==> config.mk <==
export PLATFORM = sky130hd
export DESIGN_NAME = wbcc_index
export DESIGN_NICKNAME = d
export VERILOG_FILES = /design/src/rtl/core/wbcc_pkg.sv /design/src/rtl/core/wbcc_index.sv
export SDC_FILE = /design/constraint.sdc
export NUM_CORES = 1
export LEC_CHECK = 0
export BUFFER_PORTS_ARGS = -buffer_cell sky130_fd_sc_hd__buf_2
export CAP_MARGIN = 10
export CORE_AREA = 2 2 39 41
export DETAILED_ROUTE_END_ITERATION = 8
export DIE_AREA = 0 0 41 43
export PLACE_DENSITY_LB_ADDON = 0.1
export SYNTH_ARGS = -nofsm -noshare
export SYNTH_HDL_FRONTEND = slang
export SYNTH_SLANG_ARGS = --single-unit
==> constraint.sdc <==
create_clock -name clk -period 0.8 [get_ports clk]
set_clock_uncertainty 0.1 [all_clocks]
set_input_delay 0.08 -clock clk [delete_from_list [all_inputs] [get_ports clk]]
set_output_delay 0.08 -clock clk [all_outputs]
set_load 0.005 [all_outputs]
==> src/rtl/core/wbcc_pkg.sv <==
// Types and constants shared by the write-back data cache with LL/SC.
// No dependencies; imported by wbcc_index and the top level.
package wbcc_pkg;

    localparam int ADDR_W     = 12;
    localparam int DATA_W     = 32;
    localparam int BLOCK_BYTES = 8;
    localparam int WORD_BYTES  = 4;
    localparam int OFFSET_W   = $clog2(BLOCK_BYTES);
    localparam int BLOCK_W    = ADDR_W - OFFSET_W;

    typedef enum logic [1:0] {
        OP_LOAD,
        OP_STORE,
        OP_LOAD_LINK,
        OP_STORE_COND
    } op_e;

    typedef struct packed {
        op_e                      operation;
        logic [ADDR_W-1:0]        address;
        logic signed [DATA_W-1:0] write_data;
    } req_t;

    typedef struct packed {
        logic signed [DATA_W-1:0] read_data;
        logic                     hit;
        logic                     store_success;
        logic                     wrote_back;
    } rsp_t;

endpackage

==> src/rtl/core/wbcc_index.sv <==
// Backing memory index of a block's first word: (2 * block) mod MEMORY_WORDS.
// Two-stage pipeline, reciprocal multiply then multiply-back and subtract.
// Depends on wbcc_pkg.
module wbcc_index
    import wbcc_pkg::*;
#(
    parameter int MEMORY_WORDS = 1024
)
(
    input  logic                            clk,
    input  logic [BLOCK_W-1:0]              block,
    output logic [$clog2(MEMORY_WORDS)-1:0] index
);

    localparam int     XW    = BLOCK_W + 1;
    localparam int     IDX_W = $clog2(MEMORY_WORDS);
    localparam int     SHIFT = XW + IDX_W;
    localparam longint RECIP = ((longint'(1) << SHIFT) + MEMORY_WORDS - 1) / MEMORY_WORDS;
    localparam int     RW    = XW + 2;
    localparam int     PW    = XW + RW;
    localparam int     MW    = XW + 18;

    logic [XW-1:0] x;
    logic [XW-1:0] x_reg;
    logic [PW-1:0] prod_reg;
    logic [XW-1:0] quot;
    logic [MW-1:0] back;

    assign x    = {block, 1'b0};
    assign quot = XW'(prod_reg >> SHIFT);
    assign back = MW'(quot) * MW'(MEMORY_WORDS);

    always_ff @(posedge clk)
    begin
        prod_reg <= PW'(x) * PW'(RECIP);
        x_reg    <= x;
        index    <= IDX_W'(MW'(x_reg) - back);
    end

endmodule

==> impl_summary.log <==
[metrics] maximum number of pins on one net before global-route repair: 10
[metrics] initial antenna violation count: 0
[metrics] Yosys warning total: 0
[metrics] Final Cell Area: 609 sq um
[metrics] Worst Setup Slack, final: -81.5 ps
[metrics] Initial Util: between 20% and 30%
[metrics] Pwr per Cell Area: 2360 nW/um^2
[metrics] critical path's top delay family: flip-flops
[metrics] type of the setup path with the least slack: flip-flop to primary output
[metrics] vias post-DR: about 230
[metrics] combined buffer and inverter count along the critical path: 1
[metrics] Max Freq: ~1100 MHz
[metrics] outcome: finished with violations
[metrics] Final setup violation count: 9
[metrics] clock period minus final worst setup slack: between 800 and 900 ps
[metrics] Post-CTS Setup Bufs: 0
[metrics] CP endpoint kind: primary output
[metrics] Remaining Overflow, GRT: 0
[metrics] number of clock buffers inserted by TritonCTS: 3
[metrics] Finished Core Util: around 44%
[metrics] area of the placeable core: between 1000 and 1500 sq um
[metrics] detailed router's first-iteration violation count: 0
[metrics] number of standard cells after synthesis: 20
[metrics] ordered list of cells on the worst path: buf_6
[metrics] clk_lat worst skew: roughly 270 ps
[metrics] area overhead of the layout relative to synthesis: 64.0%
[metrics] setup repair after global routing missed its margin: true
[metrics] Max Fanout on Critical Path: 1
[metrics] weighted congestion at the end of routability-driven global placement: a little under 0.5
[metrics] final-report hold violation count: 0
[metrics] CTS clk-pin slew, worst paths: roughly 80 ps
[metrics] fraction of layout instances using a drive strength above 1: 49.0%
[metrics] final net count: 61
[metrics] antenna cell count: 0
[metrics] total detailed-routing wirelength: slightly below 500 um
[metrics] level count of the clock H-tree: 1
[metrics] maximum cell stage delay along the critical path: about 320 ps
[metrics] count of clock tree sinks: 18
[metrics] post-route ant nets: 0
[metrics] Die Y: between 40 and 50 um
[metrics] crit path DAT: around 700 ps
[metrics] Max Slew Vio Count: 0
[metrics] share of the yosys chip area belonging to registers: between 90 and 100%
[metrics] violated checks: negative setup slack
[metrics] port buffer count: 18
[metrics] share of the cycle needed by the critical path after routing: 110%
[metrics] FF-to-FF setup slack: approximately 300 ps
[metrics] power consumption: ~1.4 mW
[metrics] TritonRoute pass-1 iters: 1
[metrics] Worst Setup Slack post-DPL: about 220 ps
[metrics] Die X: 41 um
[metrics] Net Count, Synth: 30
[metrics] startpoint type of the worst setup path: flip-flop
[metrics] Bufs on Longest Clock Path: 2
[metrics] data required time at the worst endpoint: 620 ps
[metrics] maxcap violations: 0
[metrics] post-detailed-route DRC marker count: 0
[metrics] Unique masters post-synth: 3
[metrics] Hold WC Path Type: flip-flop to flip-flop
[metrics] Placement Cell Area: 474 sq um
[metrics] wire length of the first global-routing pass: between 700 and 800 um
[metrics] # IOs: 20
[metrics] Die Footprint: 1760 sq um
[metrics] largest vdd supply drop: 1.27 mV
[metrics] aggregate global-route resource usage: around 7.1%
[metrics] Static Leakage: around 0.28 nW
[metrics] #FFs+latches synth: 18
[metrics] synthesized area per cell: 18.6 sq um
[metrics] num rows: 14
[metrics] via count of the first global-routing pass: ~220
[metrics] Root Driver: sky130_fd_sc_hd__clkbuf_4
[metrics] total standard cell area after synthesis: around 370 sq um
[metrics] Slowest cell on crit path: sky130_fd_sc_hd__dfxtp_2
[metrics] routed len/inst: around 7.6 um
[metrics] via/cell ratio: 3.57
[metrics] clock tree from TritonCTS: yes
power breakdown:
| part | internal (mW) | total [mW] | switching (mW) |
|---|---|---|---|
| Clock | 0.174 | 0.395 | 0.220 |
| Sequential | 0.945 | 0.956 | 0.0110 |
| Combinational | 0.0672 | 0.0884 | 0.0212 |
per-layer routing:
metal	wire length, um	track usage, %
met5	0	0
met4	0	2.00
met3	65	9.42
met2	270	11.9
met1	157	3.64
layout by cell type (no fill, tap or decap):
cell,synthesis,layout
sky130_fd_sc_hd__conb_1,1,1
sky130_fd_sc_hd__dfxtp_1,18,15
sky130_fd_sc_hd__dfxtp_2,0,3
sky130_fd_sc_hd__buf_6,0,3
sky130_fd_sc_hd__clkbuf_4,0,3
sky130_fd_sc_hd__dlygate4sd3_1,0,9
sky130_fd_sc_hd__buf_2,0,15
path summary, 6_finish.rpt:
check,depth (start not counted),endpoint,start
min reg2reg,0,index[4]$_DFF_P_,x_reg[4]$_DFF_P_
max,1,index[7],index[7]$_DFF_P_
max reg2reg,0,index[5]$_DFF_P_,x_reg[5]$_DFF_P_
min,0,index[4]$_DFF_P_,x_reg[4]$_DFF_P_
through the flow:
stage / instances / hold WS (ps) / TNS [ps]
2_1_floorplan: 20 / 7.72 / 0
3_3_place_gp: 53 / 82.2 / 0
3_5_place_dp: 53 / 83.6 / 0
4_1_cts: 65 / 233 / -799
5_1_grt: 65 / 234 / -1040
6_report: 65 / 230 / -646
cell usage after synthesis:
| cell | number | area, sq um |
|---|---|---|
| sky130_fd_sc_hd__dfxtp_1 | 18 | 360 |
| sky130_fd_sc_hd__conb_1 | 1 | 3.75 |
| sky130_fd_sc_hd__buf_4 | 1 | 7.51 |
logic make-up (layout without fill, tap and decap cells):
logic type / count (synthesis) / count (layout) / share of synthesized area, %
other: 1 / 1 / 1.01
buffers and inverters: 1 / 30 / 2.02
DFF: 18 / 18 / 97.0
final cells by class:
class,instances,area (sq um)
clock buffer,3,22.5
fill,133,774
multi-input combinational,1,3.75
sequential,18,364
tap,16,20.0
timing repair buffer,27,199
repair_timing:
item / CTS / global route
hold buffers: 9 / 0
resized for setup: 0 / 6
setup endpoints to repair: 9 / 9
endpoints found under the hold margin: 9 / 0
Note: power is estimated with default switching activity, not from simulation.
